<file path="src/rtl/core/mcpg_pkg.sv">
// shared types and constants of the midpoint circle point generator
`default_nettype none
package mcpg_pkg;

    // coordinate precision of centre and radius
    localparam int C_COORD_BITS   = 10;
    // step counters carry a sign bit, the decision four more bits
    localparam int C_STEP_BITS    = C_COORD_BITS + 1;
    localparam int C_DEC_BITS     = C_COORD_BITS + 4;
    // width of the emitted point coordinates
    localparam int C_PT_BITS      = 12;
    // input field widths
    localparam int C_IN_BITS      = 10;

    // points emitted per step
    localparam int C_PTS_PER_STEP = 8;
    localparam int C_IDX_BITS     = $clog2(C_PTS_PER_STEP);

    // queue between front and back
    localparam int C_Q_DEPTH      = 2;
    localparam int C_Q_PTR_BITS   = (C_Q_DEPTH > 1) ? $clog2(C_Q_DEPTH) : 1;
    localparam int C_Q_CNT_BITS   = $clog2(C_Q_DEPTH + 1);

    // decision constants
    localparam logic signed [C_DEC_BITS-1:0] C_DEC_INIT     = C_DEC_BITS'(3);
    localparam logic signed [C_DEC_BITS-1:0] C_DEC_DIAG_ADD = C_DEC_BITS'(10);
    localparam logic signed [C_DEC_BITS-1:0] C_DEC_FLAT_ADD = C_DEC_BITS'(6);

    // item modes
    typedef enum logic {
        MODE_START   = 1'b0,
        MODE_ADVANCE = 1'b1
    } t_mode;

    // input item
    typedef struct packed {
        logic                 mode;
        logic [C_IN_BITS-1:0] center_x;
        logic [C_IN_BITS-1:0] center_y;
        logic [C_IN_BITS-1:0] radius;
    } t_in_item;

    // result item
    typedef struct packed {
        logic signed [C_PT_BITS-1:0] point_x;
        logic signed [C_PT_BITS-1:0] point_y;
        logic                        last_of_step;
        logic                        circle_done;
    } t_out_item;

    // one step handed from front to back
    typedef struct packed {
        logic [C_COORD_BITS-1:0]       cx;
        logic [C_COORD_BITS-1:0]       cy;
        logic signed [C_STEP_BITS-1:0] x;
        logic signed [C_STEP_BITS-1:0] y;
        logic                          done;
    } t_job;

    // queue status seen by front and back
    typedef struct packed {
        logic full;
        logic valid;
    } t_q_status;

endpackage
`default_nettype wire

</file>
<file path="src/rtl/core/midpoint_circle_point_generator.sv">
// top level of the midpoint circle point generator
//
//  channel   direction  handshake                 payload
//  input     in         i_in_valid / o_in_stall   i_in_item  (mode, centre, radius)
//  output    out        o_out_valid / i_out_stall o_out_item (point, last, done)
//
// a start or active advance item yields eight points, one per cycle unless the
// output stalls, so the single output register paces the items.
// with the back part idle, the first point passes queue, job and output registers.
// the front takes one item per cycle until the two-entry step queue fills.
// reset is synchronous and active low; it clears the circle state and queue.
// output stall holds the point register and backs up through the queue.
`default_nettype none
module midpoint_circle_point_generator (
    input  wire logic                 i_clk,
    input  wire logic                 i_rst_n,
    input  wire logic                 i_in_valid,
    output logic                      o_in_stall,
    input  wire mcpg_pkg::t_in_item   i_in_item,
    output logic                      o_out_valid,
    input  wire logic                 i_out_stall,
    output mcpg_pkg::t_out_item       o_out_item
);

    logic                 w_accept;
    logic                 w_push;
    logic                 w_pop;
    mcpg_pkg::t_job       w_front_job;
    mcpg_pkg::t_job       w_q_job;
    mcpg_pkg::t_q_status  w_q_status;

    // input handshake
    assign o_in_stall = w_q_status.full;
    assign w_accept   = i_in_valid && !w_q_status.full;

    mcpg_front u_front (
        .i_clk    (i_clk),
        .i_rst_n  (i_rst_n),
        .i_accept (w_accept),
        .i_item   (i_in_item),
        .o_push   (w_push),
        .o_job    (w_front_job)
    );

    mcpg_queue u_queue (
        .i_clk    (i_clk),
        .i_rst_n  (i_rst_n),
        .i_push   (w_push),
        .i_job    (w_front_job),
        .i_pop    (w_pop),
        .o_status (w_q_status),
        .o_job    (w_q_job)
    );

    mcpg_back u_back (
        .i_clk       (i_clk),
        .i_rst_n     (i_rst_n),
        .i_q_status  (w_q_status),
        .i_job       (w_q_job),
        .o_pop       (w_pop),
        .o_out_valid (o_out_valid),
        .i_out_stall (i_out_stall),
        .o_out_item  (o_out_item)
    );

    // a full queue always has a step waiting for the back part
    a_full_not_empty: assert property (@(posedge i_clk) disable iff (!i_rst_n)
        w_q_status.full |-> w_q_status.valid)
        else $error("queue full while empty");

    // the back part only pops a queued step
    a_pop_has_item: assert property (@(posedge i_clk) disable iff (!i_rst_n)
        w_pop |-> w_q_status.valid)
        else $error("pop from empty queue");

    // a stalled point stays valid and unchanged
    a_out_hold: assert property (@(posedge i_clk) disable iff (!i_rst_n)
        (o_out_valid && i_out_stall) |=> (o_out_valid && $stable(o_out_item)))
        else $error("stalled point changed");

    // reset leaves no result and no stall
    a_reset_clear: assert property (@(posedge i_clk)
        !i_rst_n |=> (!o_out_valid && !o_in_stall))
        else $error("outputs not cleared by reset");

endmodule
`default_nettype wire

</file>
<file path="src/rtl/core/mcpg_front.sv">
// front part: accepts items, keeps the circle state, runs the decision step
`default_nettype none
module mcpg_front (
    input  wire logic                i_clk,
    input  wire logic                i_rst_n,
    input  wire logic                i_accept,
    input  wire mcpg_pkg::t_in_item  i_item,
    output logic                     o_push,
    output mcpg_pkg::t_job           o_job
);

    logic [mcpg_pkg::C_COORD_BITS-1:0]       r_cx, n_cx;
    logic [mcpg_pkg::C_COORD_BITS-1:0]       r_cy, n_cy;
    logic signed [mcpg_pkg::C_STEP_BITS-1:0] r_x, n_x;
    logic signed [mcpg_pkg::C_STEP_BITS-1:0] r_y, n_y;
    logic signed [mcpg_pkg::C_DEC_BITS-1:0]  r_d, n_d;
    logic                                    r_active, n_active;

    logic [mcpg_pkg::C_COORD_BITS-1:0]       w_rad;
    logic signed [mcpg_pkg::C_DEC_BITS-1:0]  w_dx;
    logic signed [mcpg_pkg::C_DEC_BITS-1:0]  w_dy;

    // state registers
    always_ff @(posedge i_clk) begin
        if (!i_rst_n) begin
            r_cx     <= '0;
            r_cy     <= '0;
            r_x      <= '0;
            r_y      <= '0;
            r_d      <= '0;
            r_active <= 1'b0;
        end else begin
            r_cx     <= n_cx;
            r_cy     <= n_cy;
            r_x      <= n_x;
            r_y      <= n_y;
            r_d      <= n_d;
            r_active <= n_active;
        end
    end

    // start setup and one octant step
    always_comb begin
        n_cx     = r_cx;
        n_cy     = r_cy;
        n_x      = r_x;
        n_y      = r_y;
        n_d      = r_d;
        n_active = r_active;
        o_push   = 1'b0;
        o_job    = '0;
        w_rad    = mcpg_pkg::C_COORD_BITS'(i_item.radius);
        w_dx     = mcpg_pkg::C_DEC_BITS'(r_x);
        w_dy     = mcpg_pkg::C_DEC_BITS'(r_y);
        if (i_accept) begin
            if (i_item.mode == mcpg_pkg::MODE_START) begin
                n_cx     = mcpg_pkg::C_COORD_BITS'(i_item.center_x);
                n_cy     = mcpg_pkg::C_COORD_BITS'(i_item.center_y);
                n_x      = '0;
                n_y      = $signed({1'b0, w_rad});
                n_d      = mcpg_pkg::C_DEC_INIT
                         - $signed(mcpg_pkg::C_DEC_BITS'({w_rad, 1'b0}));
                n_active = 1'b1;
                o_push   = 1'b1;
                o_job    = '{cx: n_cx, cy: n_cy, x: n_x, y: n_y, done: 1'b0};
            end else if (r_active) begin
                if (r_d > 0) begin
                    n_d = r_d + ((w_dx - w_dy) <<< 2) + mcpg_pkg::C_DEC_DIAG_ADD;
                    n_y = r_y - mcpg_pkg::C_STEP_BITS'(1);
                end else begin
                    n_d = r_d + (w_dx <<< 2) + mcpg_pkg::C_DEC_FLAT_ADD;
                end
                n_x      = r_x + mcpg_pkg::C_STEP_BITS'(1);
                n_active = !(n_x > n_y);
                o_push   = 1'b1;
                o_job    = '{cx: r_cx, cy: r_cy, x: n_x, y: n_y, done: n_x > n_y};
            end
        end
    end

endmodule
`default_nettype wire

</file>
<file path="src/rtl/core/mcpg_queue.sv">
// short step queue between front and back
`default_nettype none
module mcpg_queue (
    input  wire logic                  i_clk,
    input  wire logic                  i_rst_n,
    input  wire logic                  i_push,
    input  wire mcpg_pkg::t_job        i_job,
    input  wire logic                  i_pop,
    output mcpg_pkg::t_q_status        o_status,
    output mcpg_pkg::t_job             o_job
);

    mcpg_pkg::t_job                    r_mem [mcpg_pkg::C_Q_DEPTH];
    logic [mcpg_pkg::C_Q_PTR_BITS-1:0] r_wr, n_wr;
    logic [mcpg_pkg::C_Q_PTR_BITS-1:0] r_rd, n_rd;
    logic [mcpg_pkg::C_Q_CNT_BITS-1:0] r_cnt, n_cnt;

    // pointer and fill count
    always_comb begin
        n_wr  = r_wr;
        n_rd  = r_rd;
        n_cnt = r_cnt;
        if (i_push) begin
            n_wr = (r_wr == mcpg_pkg::C_Q_PTR_BITS'(mcpg_pkg::C_Q_DEPTH - 1))
                 ? '0 : r_wr + 1'b1;
        end
        if (i_pop) begin
            n_rd = (r_rd == mcpg_pkg::C_Q_PTR_BITS'(mcpg_pkg::C_Q_DEPTH - 1))
                 ? '0 : r_rd + 1'b1;
        end
        if (i_push && !i_pop) begin
            n_cnt = r_cnt + 1'b1;
        end else if (i_pop && !i_push) begin
            n_cnt = r_cnt - 1'b1;
        end
    end

    always_ff @(posedge i_clk) begin
        if (!i_rst_n) begin
            r_wr  <= '0;
            r_rd  <= '0;
            r_cnt <= '0;
        end else begin
            r_wr  <= n_wr;
            r_rd  <= n_rd;
            r_cnt <= n_cnt;
        end
    end

    // entry storage
    always_ff @(posedge i_clk) begin
        if (i_push) begin
            r_mem[r_wr] <= i_job;
        end
    end

    assign o_status.full  = (r_cnt == mcpg_pkg::C_Q_CNT_BITS'(mcpg_pkg::C_Q_DEPTH));
    assign o_status.valid = (r_cnt != '0);
    assign o_job          = r_mem[r_rd];

endmodule
`default_nettype wire

</file>
<file path="src/rtl/core/mcpg_back.sv">
// back part: walks the eight mirrored points of a step into the output register
`default_nettype none
module mcpg_back (
    input  wire logic                 i_clk,
    input  wire logic                 i_rst_n,
    input  wire mcpg_pkg::t_q_status  i_q_status,
    input  wire mcpg_pkg::t_job       i_job,
    output logic                      o_pop,
    output logic                      o_out_valid,
    input  wire logic                 i_out_stall,
    output mcpg_pkg::t_out_item       o_out_item
);

    mcpg_pkg::t_job                  r_job;
    logic                            r_busy;
    logic [mcpg_pkg::C_IDX_BITS-1:0] r_idx;
    logic                            r_out_valid;
    mcpg_pkg::t_out_item             r_out;

    logic                            w_adv;
    logic                            w_last;
    logic signed [mcpg_pkg::C_PT_BITS-1:0] w_cx, w_cy, w_a, w_b, w_px, w_py;

    // output slot free and a point to place
    assign w_adv  = r_busy && (!r_out_valid || !i_out_stall);
    assign w_last = (r_idx == mcpg_pkg::C_IDX_BITS'(mcpg_pkg::C_PTS_PER_STEP - 1));
    assign o_pop  = i_q_status.valid && (!r_busy || (w_adv && w_last));

    // mirror select: bit 2 swaps axes, bit 1 negates row, bit 0 negates column
    always_comb begin
        w_cx = $signed(mcpg_pkg::C_PT_BITS'(r_job.cx));
        w_cy = $signed(mcpg_pkg::C_PT_BITS'(r_job.cy));
        if (r_idx[2]) begin
            w_a = mcpg_pkg::C_PT_BITS'(r_job.y);
            w_b = mcpg_pkg::C_PT_BITS'(r_job.x);
        end else begin
            w_a = mcpg_pkg::C_PT_BITS'(r_job.x);
            w_b = mcpg_pkg::C_PT_BITS'(r_job.y);
        end
        w_px = r_idx[0] ? (w_cx - w_a) : (w_cx + w_a);
        w_py = r_idx[1] ? (w_cy - w_b) : (w_cy + w_b);
    end

    // job and point index control
    always_ff @(posedge i_clk) begin
        if (!i_rst_n) begin
            r_busy      <= 1'b0;
            r_idx       <= '0;
            r_out_valid <= 1'b0;
        end else begin
            if (o_pop) begin
                r_busy <= 1'b1;
                r_idx  <= '0;
            end else if (w_adv) begin
                r_busy <= !w_last;
                r_idx  <= r_idx + 1'b1;
            end
            if (!r_out_valid || !i_out_stall) begin
                r_out_valid <= r_busy;
            end
        end
    end

    // job and output payload
    always_ff @(posedge i_clk) begin
        if (o_pop) begin
            r_job <= i_job;
        end
        if (w_adv) begin
            r_out.point_x      <= w_px;
            r_out.point_y      <= w_py;
            r_out.last_of_step <= w_last;
            r_out.circle_done  <= r_job.done;
        end
    end

    assign o_out_valid = r_out_valid;
    assign o_out_item  = r_out;

endmodule
`default_nettype wire
</file>
<file path="config.mk">
export PLATFORM = sky130hd
export DESIGN_NAME = midpoint_circle_point_generator
export DESIGN_NICKNAME = d
export VERILOG_FILES = /design/src/rtl/core/mcpg_pkg.sv /design/src/rtl/core/midpoint_circle_point_generator.sv /design/src/rtl/core/mcpg_front.sv /design/src/rtl/core/mcpg_queue.sv /design/src/rtl/core/mcpg_back.sv
export SDC_FILE = /design/constraint.sdc
export NUM_CORES = 1
export LEC_CHECK = 0
export ABC_CLOCK_PERIOD_IN_PS = 7000
export BUFFER_PORTS_ARGS = -buffer_cell sky130_fd_sc_hd__buf_2
export CELL_PAD_IN_SITES_DETAIL_PLACEMENT = 0
export CELL_PAD_IN_SITES_GLOBAL_PLACEMENT = 1
export CORE_MARGIN = 2
export CORE_UTILIZATION = 51
export CTS_CLUSTER_SIZE = 14
export DETAILED_ROUTE_END_ITERATION = 16
export PLACE_DENSITY = 0.92
export SLEW_MARGIN = 20
export SYNTH_ARGS = -nofsm -noshare
export SYNTH_HDL_FRONTEND = slang
export SYNTH_HIERARCHICAL = 1
export SYNTH_SLANG_ARGS = --single-unit
</file>
<file path="constraint.sdc">
create_clock -name i_clk -period 7 [get_ports i_clk]
set_clock_uncertainty 0.1 [all_clocks]
set_input_delay 0.35 -clock i_clk [delete_from_list [all_inputs] [get_ports i_clk]]
set_output_delay 0.35 -clock i_clk [all_outputs]
set_load 0.02 [all_outputs]
</file>
==> flow_summary_export.csv, run 1 <==
group,metric,value,unit
global_routing,number_of_global_route_vias_before_repair,8924,
logic_synthesis,synth_nets,1337,
floorplanning,io-pin-count,63,
outcome,status,"finished, final reports clean",
pwr,p_int,0.00377,W
pwr,power_frac_clock,0.214,
floorplanning,effective_utilization_at_floorplan,0.514,
placed_design,gp_routability_congestion,0.873,
sta,report.final.setup_viol,0,
final_layout,finish.cell_count_without_fillers,1611,
setup_path,timing.rr.start,"u_front/r_x[0]",
logic_synthesis,postSynthAreaPerCell,10.6,um^2
setup_path,worstSetupStartpointType,"flip-flop",
sta,period_needed,4.39,ns
logic_synthesis,synth-xor-area-share,0.0647,
floorplanning,fp-row-count,58,
sta,slew_violations,0,
logic_synthesis,synth_seq_area_share,0.467,
pwr,p_seq_frac,0.350,
clock_tree,worst_skew_pair.late_latency,0.51,ns
drt,finalWirelength,28.5,mm
logic_synthesis,asyncSetResetFlopFracSynth,0,
pwr,comb_power_share,0.436,
logic_synthesis,area_fraction_in_and_or_nand_and_nor_cells_after_synthesis,0.149,
logic_synthesis,synth.mux.area_fraction,0.0649,
drt,detail_route.vias_per_cell,5.77,
drt,postRouteAntennaNets,0,
sta,fin_ws,2.61,ns
logic_synthesis,post_synth_cell_types,85,
sta,hold_viol_final,0,
global_routing,groute.usage.overall,0.214,
logic_synthesis,post_synthesis_cell_count,1209,
sta,max_freq,228,MHz
floorplanning,die_width,163,um
logic_synthesis,synth-seq-cells,222,
flow_run,max_cap_viol_count,0,
logic_synthesis,synth_enable_flop_cells,155,
final_layout,design_area,14300,um^2
logic_synthesis,syn-cell-area,12800,um^2
logic_synthesis,fraction_of_the_mapped_netlist_area_in_adder_cells,0.0945,
pwr,switching_share,0.376,
pwr,p_per_area,423,nW/um^2
pwr,power_leakage,5.57,nW
drt,routed-via-count,9299,
setup_path,critPathCaptureType,"flip-flop",
clock_tree,cts-htree-levels,1,
hold_path,min-delay-start,"i_in_item[10]",
floorplanning,core_area,25000,um^2
clock_tree,clock_tree.buffer_depth,3,
logic_synthesis,number_of_warnings_printed_during_yosys_synthesis,6,
clock_tree,cts.clk_slew.worst_paths,0.06,ns
floorplanning,floorplan.die_area,26400,um^2
logic_synthesis,synth_ff_type,"sky130_fd_sc_hd__edfxtp_1",
hold_path,hold_path_class,"in -> reg",
setup_path,rr_worst_depth,16,
global_routing,grt_remaining_overflow,0,
placed_design,setup_slack_after_placement,2.67,ns
drt,first_pass_iters,5,
sta,rsz0062_at_grt,"false",
setup_path,worst_ep_arrival_time,4.74,ns
clock_tree,post-cts-setup-buffer-count,0,
clock_tree,cts_made_buffers,24,
setup_path,r2r_setup_slack,2.61,ns
hold_path,whs_endpoint,"u_front/r_cy[0]",
drt,remaining_drc_errors,0,
final_layout,diodes,0,
global_routing,pin_count_of_the_biggest_net_entering_global_routing,66,
sta,tns,0,ns
setup_path,crit-reg2reg-capture,"u_front/r_d[12]",
sta,period_utilization,0.627,
final_layout,final_core_utilization,0.573,
drt,routedWlPerCell,17.7,um
placed_design,place.port_buffers,62,
setup_path,worst_ep_required_time,7.36,ns
placed_design,place_inst,1565,
final_layout,fin_nets,1391,
global_routing,antenna_found_initial,0,
floorplanning,dieHeight,163,um
clock_tree,cts_root_buf,"sky130_fd_sc_hd__clkbuf_16",
hold_path,timing.hold.worst_path_depth,3,
final_layout,area.growth.synth_to_final,11.4,%
drt,drt_first_iter_violations,604,
placed_design,dpl.hpwl,20.2,mm
global_routing,grt_first_pass_wirelength,45.1,mm
final_layout,drive_gt1_frac,0.151,
placed_design,placed_cell_area,13400,um^2
clock_tree,tritoncts_num_sinks,222,
pwr,vdd_drop_max,0.269,mV
setup_path,path_class,"reg -> reg",
logic_synthesis,main_combinational_cell_family_by_area_after_synthesis,"simple AND/OR/NAND/NOR gates",
setup_path,worst-path-max-fanout,7,
clock_tree,cts_tree,"done",
sta,max_slew_margin,0.290,
sta,max_slew.worst_pin.slew,1.07,ns
logic_synthesis,synth_compound_area_frac,0.129,
pwr,power_switching,0.00227,W
## timing repair
action | in CTS | in global routing
endpoints found under the hold margin | 1 | 0
hold buffers | 1 | 0
gates resized for setup | 0 | 0
## flip-flops by register name (all words and copies together) (netlist names), named ones only
signal	count
u_front/r_x	11
u_queue/r_cnt	2
u_front/r_cx	10
u_back/r_busy	1
u_front/r_d	14
u_front/r_y	11
u_queue/r_rd	1
u_back/r_idx	3
u_back/o_out_item	26
u_front/r_cy	10
u_queue/r_wr	1
u_back/r_job	43
u_back/o_out_valid	1
u_front/r_active	1
u_queue/r_mem	86
## cells in the mapped netlist, drive strengths merged (4+ instances only)
cell,instances,share of area
edfxtp,155,0.36
and2,14,0.0068
o211ai,13,0.0076
a31oi,7,0.0034
o21bai,6,0.0035
xnor2,46,0.031
nor3b,6,0.0035
nor2b,37,0.019
o21a,9,0.0053
mux2,47,0.042
nor3,32,0.013
or4,4,0.0029
o22ai,4,0.0020
inv,54,0.016
fa,5,0.0078
nand2,133,0.039
and3,5,0.0024
clkbuf,35,0.010
nand2b,15,0.0073
o31ai,4,0.0023
nand4,8,0.0039
nor4,8,0.0062
nand3,19,0.0078
nor2,82,0.024
ha,88,0.086
or2,5,0.0024
a221oi,4,0.0032
a21o,7,0.0041
dfxtp,67,0.10
xor2,41,0.028
a311oi,8,0.0059
nor4b,4,0.0032
buf,9,0.0047
o21ai,45,0.018
a21oi,75,0.029
mux2i,25,0.020
a21boi,24,0.014
a211oi,12,0.0074
## metrics by stage
| step | hold slack (ns) | total power (W) |
|---|---|---|
| 3_3_place_gp | 0.355 | 0.00465 |
| 3_5_place_dp | 0.362 | 0.00473 |
| 2_1_floorplan | 0.300 | 0.00412 |
| 6_report | 0.0157 | 0.00604 |
| 4_1_cts | 0.00278 | 0.00604 |
| 5_1_grt | 0.0292 | 0.00643 |
## critical path, cell delays in order (launching register included)
cell                        delay (ns)
sky130_fd_sc_hd__dfxtp_1          0.37
sky130_fd_sc_hd__inv_1            0.12
sky130_fd_sc_hd__ha_1             0.18
sky130_fd_sc_hd__inv_1            0.05
sky130_fd_sc_hd__fa_1             0.47
sky130_fd_sc_hd__inv_1            0.04
sky130_fd_sc_hd__ha_1             0.26
sky130_fd_sc_hd__inv_1            0.06
sky130_fd_sc_hd__fa_1             0.46
sky130_fd_sc_hd__a21o_1           0.18
sky130_fd_sc_hd__a21oi_1          0.22
sky130_fd_sc_hd__o21bai_1         0.11
sky130_fd_sc_hd__a2111oi_0        0.74
sky130_fd_sc_hd__o31ai_1          0.21
sky130_fd_sc_hd__mux2i_1          0.15
sky130_fd_sc_hd__a2111oi_0        0.35
sky130_fd_sc_hd__o221a_2          0.24
## power groups by stage
stage	combinational (W)	sequential, W	clock (W)
global route	0.00292	0.00214	0.00136
global placement	0.00251	0.00214	0
floorplan	0.00198	0.00215	0
CTS	0.00260	0.00213	0.00132
finish	0.00264	0.00211	0.00129
detailed placement	0.00257	0.00216	0
## routing by layer
layer / track usage / vias up / wire length (um)
met3: 0.0232 / 45 / 1350
li1: - / 4498 / -
met1: 0.295 / 4516 / 13100
met2: 0.358 / 240 / 13400
met5: 0 / - / 0
met4: 0.0636 / 0 / 668
## cell usage in the layout, fill, tap and decap left out, drive strengths merged, types with 4 or more instances in the layout
master / n
nand3: 19
nor2: 82
a211oi: 12
o21ai: 45
and2: 14
nand2b: 15
fa: 5
mux2: 47
a21o: 7
nor4: 8
a21boi: 24
buf: 71
or4: 4
nor3: 32
o21a: 9
inv: 57
xnor2: 46
o211ai: 13
a21oi: 75
ha: 88
clkinv: 10
a221oi: 4
or2: 5
edfxtp: 155
a31oi: 7
nor4b: 4
nand2: 133
o21bai: 6
a311oi: 8
o22ai: 4
clkbuf: 27
xor2: 41
nor3b: 6
dfxtp: 67
mux2i: 25
and3: 5
o31ai: 4
nand4: 8
nor2b: 37
## cell families (layout without fill, tap and decap cells)
kind of cell	count (synthesis)	in the layout
flip-flops	222	222
adder cells (fa/ha/maj)	94	94
buffers and inverters	98	170
XOR/XNOR	90	90
multiplexers	74	74
AO/OA/AOI/OAI	247	247
AND/OR/NAND/NOR	384	384
## worst max path at each step
| stage | start | endpoint | slack (ns) | cells after the start |
|---|---|---|---|---|
| floorplan | u_back/r_idx[2] | u_back/o_out_item[25] | 2.44 | 16 |
| global placement | u_front/r_x[0] | u_front/r_d[12] | 2.73 | 16 |
| detailed placement | u_front/r_x[0] | u_front/r_d[12] | 2.67 | 16 |
| CTS | u_front/r_x[0] | u_front/r_d[13] | 2.65 | 19 |
| global route | u_front/r_x[0] | u_front/r_d[13] | 2.14 | 19 |
| finish | u_front/r_x[0] | u_front/r_d[12] | 2.61 | 16 |
## cell type report
type                    instances  area, um^2
fillers                      2134       10700
multi-input cells             889        6460
flip-flops and latches        222        6000
clock buffers                  27         633
well taps                     330         413
repair buffers                 72         403
inverters                      54         203
clock inverters                17         178
Note: power is estimated with default switching activity, not from simulation.
==> run 2, diff against run 1 <==
ABC_AREA = 1   (was default)
ABC_CLOCK_PERIOD_IN_PS = 3900   (was 7000)
CORE_UTILIZATION = 44   (was 51)
PLACE_DENSITY = 0.88   (was 0.92)
clock period = 3.9 ns   (was 7 ns; I/O delays follow)
==> flow_summary_export.csv, run 2 <==
group,metric,value,unit
logic_synthesis,post-synth-top-area-cell,"sky130_fd_sc_hd__edfxtp_1",
logic_synthesis,asyncSetResetFlopFracSynth,0,
clock_tree,cts_tree,"done",
floorplanning,effective_utilization_at_floorplan,0.444,
logic_synthesis,postSynthAreaPerCell,8.95,um^2
setup_path,critPathCaptureType,"flip-flop",
setup_path,worst_ep_required_time,4.19,ns
pwr,power_leakage,6.68,nW
sta,fin_ws,0.332,ns
drt,remaining_drc_errors,0,
sta,max_slew.worst_pin.slew,0.985,ns
logic_synthesis,synth.top_cell.area_share,0.355,
drt,finalWirelength,30.0,mm
floorplanning,io-pin-count,63,
global_routing,antenna_found_initial,0,
final_layout,max_flop_register,"u_queue/r_mem",
clock_tree,worst_skew_pair.late_latency,0.52,ns
global_routing,grt_remaining_overflow,0,
clock_tree,cts_root_buf,"sky130_fd_sc_hd__clkbuf_16",
logic_synthesis,post_synth_cell_types,49,
placed_design,place.port_buffers,62,
logic_synthesis,synth_ff_type,"sky130_fd_sc_hd__edfxtp_1",
final_layout,mostFrequentLayoutCells,"393 x sky130_fd_sc_hd__nand2_1, 158 x sky130_fd_sc_hd__inv_1, 155 x sky130_fd_sc_hd__edfxtp_1, 109 x sky130_fd_sc_hd__a21oi_1, 96 x sky130_fd_sc_hd__nor2_1",
final_layout,fill_cells,2685,
sta,report.final.setup_viol,0,
drt,routed.top_layer,"met4",
placed_design,place_inst,1901,
floorplanning,dieHeight,177,um
logic_synthesis,synth_top_cells_by_area,"sky130_fd_sc_hd__edfxtp_1 36%, sky130_fd_sc_hd__nand2_1 11%, sky130_fd_sc_hd__dfxtp_1 10%, sky130_fd_sc_hd__ha_1 8.4%, sky130_fd_sc_hd__inv_1 4.6%",
drt,drt_first_iter_violations,783,
pwr,post-layout-total-power,0.0112,W
logic_synthesis,synth_nets,1591,
pwr,vdd_drop_max,0.390,mV
drt,first_pass_iters,5,
final_layout,fin_nets,1690,
drt,detailroute.wirelength.met3,1.53,mm
logic_synthesis,number_of_warnings_printed_during_yosys_synthesis,6,
placed_design,gp_routability_congestion,0.888,
logic_synthesis,synth-xor-area-share,0.0414,
final_layout,mostFrequentLayoutCell,"sky130_fd_sc_hd__nand2_1",
clock_tree,cts-htree-levels,1,
global_routing,number_of_global_route_vias_before_repair,9695,
logic_synthesis,area_fraction_in_and_or_nand_and_nor_cells_after_synthesis,0.196,
sta,hold_viol_final,0,
hold_path,timing.hold.worst_path_depth,4,
sta,period_needed,3.57,ns
outcome,status,"finished, final reports clean",
clock_tree,tritoncts_num_sinks,222,
setup_path,r2r_setup_slack,0.33,ns
logic_synthesis,post_synthesis_cell_count,1463,
floorplanning,die_width,177,um
floorplanning,floorplan.die_area,31200,um^2
drt,met1Wirelength,13.2,mm
flow_run,max_cap_viol_count,0,
sta,period_utilization,0.915,
logic_synthesis,main_combinational_cell_family_by_area_after_synthesis,"simple AND/OR/NAND/NOR gates",
hold_path,hold_path_class,"in -> reg",
drt,detail_route.vias_per_cell,5.10,
hold_path,whs_endpoint,"u_front/r_d[10]",
final_layout,drive_gt1_frac,0.146,
sta,tns,0,ns
setup_path,worst-path-max-fanout,5,
clock_tree,cts.clk_slew.worst_paths,0.06,ns
logic_synthesis,syn-cell-area,13100,um^2
logic_synthesis,synth.mux.area_fraction,0.0484,
clock_tree,cts_made_buffers,24,
drt,routedWlPerCell,15.2,um
logic_synthesis,synth_enable_flop_cells,155,
drt,postRouteAntennaNets,0,
floorplanning,core_area,29500,um^2
clock_tree,clock_tree.buffer_depth,3,
sta,max_freq,280,MHz
setup_path,path_class,"reg -> reg",
logic_synthesis,synth_compound_area_frac,0.0945,
setup_path,crit-reg2reg-capture,"u_front/r_d[13]",
placed_design,dpl.hpwl,22.0,mm
global_routing,groute.usage.overall,0.193,
hold_path,min-delay-start,"i_in_item[8]",
setup_path,timing.rr.start,"u_front/r_x[0]",
final_layout,area.growth.synth_to_final,13.3,%
final_layout,final_core_utilization,0.503,
placed_design,setup_slack_after_placement,0.155,ns
pwr,p_per_area,752,nW/um^2
final_layout,flip_flop_count_of_the_largest_register_after_layout,86,
sta,max_slew_margin,0.343,
final_layout,finish.cell_count_without_fillers,1970,
setup_path,worst_ep_arrival_time,3.86,ns
logic_synthesis,synth_seq_area_share,0.458,
logic_synthesis,fraction_of_the_mapped_netlist_area_in_adder_cells,0.0917,
drt,met2_routed_length,14.6,mm
logic_synthesis,synthMostInstantiatedCell,"sky130_fd_sc_hd__nand2_1",
setup_path,rr_worst_depth,23,
final_layout,multi_input_area,6240,um^2
floorplanning,fp-row-count,63,
final_layout,diodes,0,
global_routing,pin_count_of_the_biggest_net_entering_global_routing,46,
global_routing,grt_first_pass_wirelength,48.3,mm
final_layout,area_occupied_by_registers,6000,um^2
logic_synthesis,synth-seq-cells,222,
logic_synthesis,yosys-top-cells-count,"393 x sky130_fd_sc_hd__nand2_1, 160 x sky130_fd_sc_hd__inv_1, 155 x sky130_fd_sc_hd__edfxtp_1",
drt,routed-via-count,10100,
sta,slew_violations,0,
setup_path,worstSetupStartpointType,"flip-flop",
run 2: metrics by stage:
| stage | cell area (um^2) | hold WS [ns] |
|---|---|---|
| 4_1_cts | 14800 | 0.000528 |
| 3_3_place_gp | 13800 | 0.352 |
| 2_1_floorplan | 13100 | 0.216 |
| 3_5_place_dp | 13800 | 0.353 |
| 5_1_grt | 14800 | 0.0318 |
| 6_report | 14800 | 0.0162 |
run 2: power by group:
group | switching, W | internal, W | total [W]
Combinational | 0.00323 | 0.00204 | 0.00527
Sequential | 0.000326 | 0.00341 | 0.00374
Clock | 0.000935 | 0.00123 | 0.00216
Total | 0.00449 | 0.00668 | 0.0112
run 2: layout make-up:
class / instances / share of cell area
clock buffers: 29 / 0.0424
clock inverters: 15 / 0.00843
inverters: 167 / 0.0426
multi-input cells: 1038 / 0.421
flip-flops and latches: 222 / 0.404
well taps: 390 / 0.0329
repair buffers: 109 / 0.0489
run 2: worst max-delay path, stage by stage, from the launching register on:
cell and delay, ns:
sky130_fd_sc_hd__dfxtp_1 0.32, sky130_fd_sc_hd__inv_2 0.10, sky130_fd_sc_hd__ha_1 0.15, sky130_fd_sc_hd__inv_1 0.07, sky130_fd_sc_hd__fa_2 0.38, sky130_fd_sc_hd__a31oi_4 0.18, sky130_fd_sc_hd__o21ai_1 0.12, sky130_fd_sc_hd__nand3_1 0.08
sky130_fd_sc_hd__nand2_1 0.06, sky130_fd_sc_hd__or2_2 0.27, sky130_fd_sc_hd__nand2_1 0.06, sky130_fd_sc_hd__inv_1 0.04, sky130_fd_sc_hd__ha_1 0.27, sky130_fd_sc_hd__ha_1 0.34, sky130_fd_sc_hd__nand2_1 0.10, sky130_fd_sc_hd__nand2_1 0.08
sky130_fd_sc_hd__nand3_1 0.07, sky130_fd_sc_hd__nand3_1 0.08, sky130_fd_sc_hd__a31oi_1 0.24, sky130_fd_sc_hd__a21oi_1 0.10, sky130_fd_sc_hd__o21ai_0 0.08, sky130_fd_sc_hd__nand2_1 0.06, sky130_fd_sc_hd__nand2_1 0.06, sky130_fd_sc_hd__a21oi_1 0.06
run 2: how the worst max path moves through the flow:
stage / from / end / slack, ns
finish: u_front/r_x[0] / u_front/r_d[13] / 0.33
global placement: u_front/r_x[0] / u_front/r_d[13] / 0.25
detailed placement: u_front/r_x[0] / u_front/r_d[13] / 0.16
global route: u_front/r_x[0] / u_front/r_d[13] / -0.03
floorplan: u_queue/r_cnt[1] / u_queue/r_mem[0][0] / 0.12
CTS: u_front/r_x[0] / u_front/r_d[13] / 0.12
run 2: routing by layer:
| layer | GRT usage | up-vias |
|---|---|---|
| li1 | - | 5077 |
| met1 | 0.249 | 4692 |
| met2 | 0.339 | 237 |
| met3 | 0.0261 | 45 |
| met4 | 0.0544 | 0 |
| met5 | 0 | - |
run 2: timing repair:
item / 4_1_cts / 5_1_grt
hold endpoints to repair: 65 / 0
hold buffers: 25 / 0
resized for setup: 0 / 11
endpoints found under the setup margin: 0 / 3
buffers inserted: 0 / 0
run 2: kinds of logic (layout without fill, tap and decap cells):
group | Yosys count | in the layout
and+or+nand+nor | 614 | 614
AOI/OAI and AO/OA | 227 | 227
DFF | 222 | 222
buffers and inverters | 203 | 320
adders and majority gates | 93 | 93
xor gates and xnor gates | 61 | 61
muxes | 43 | 43
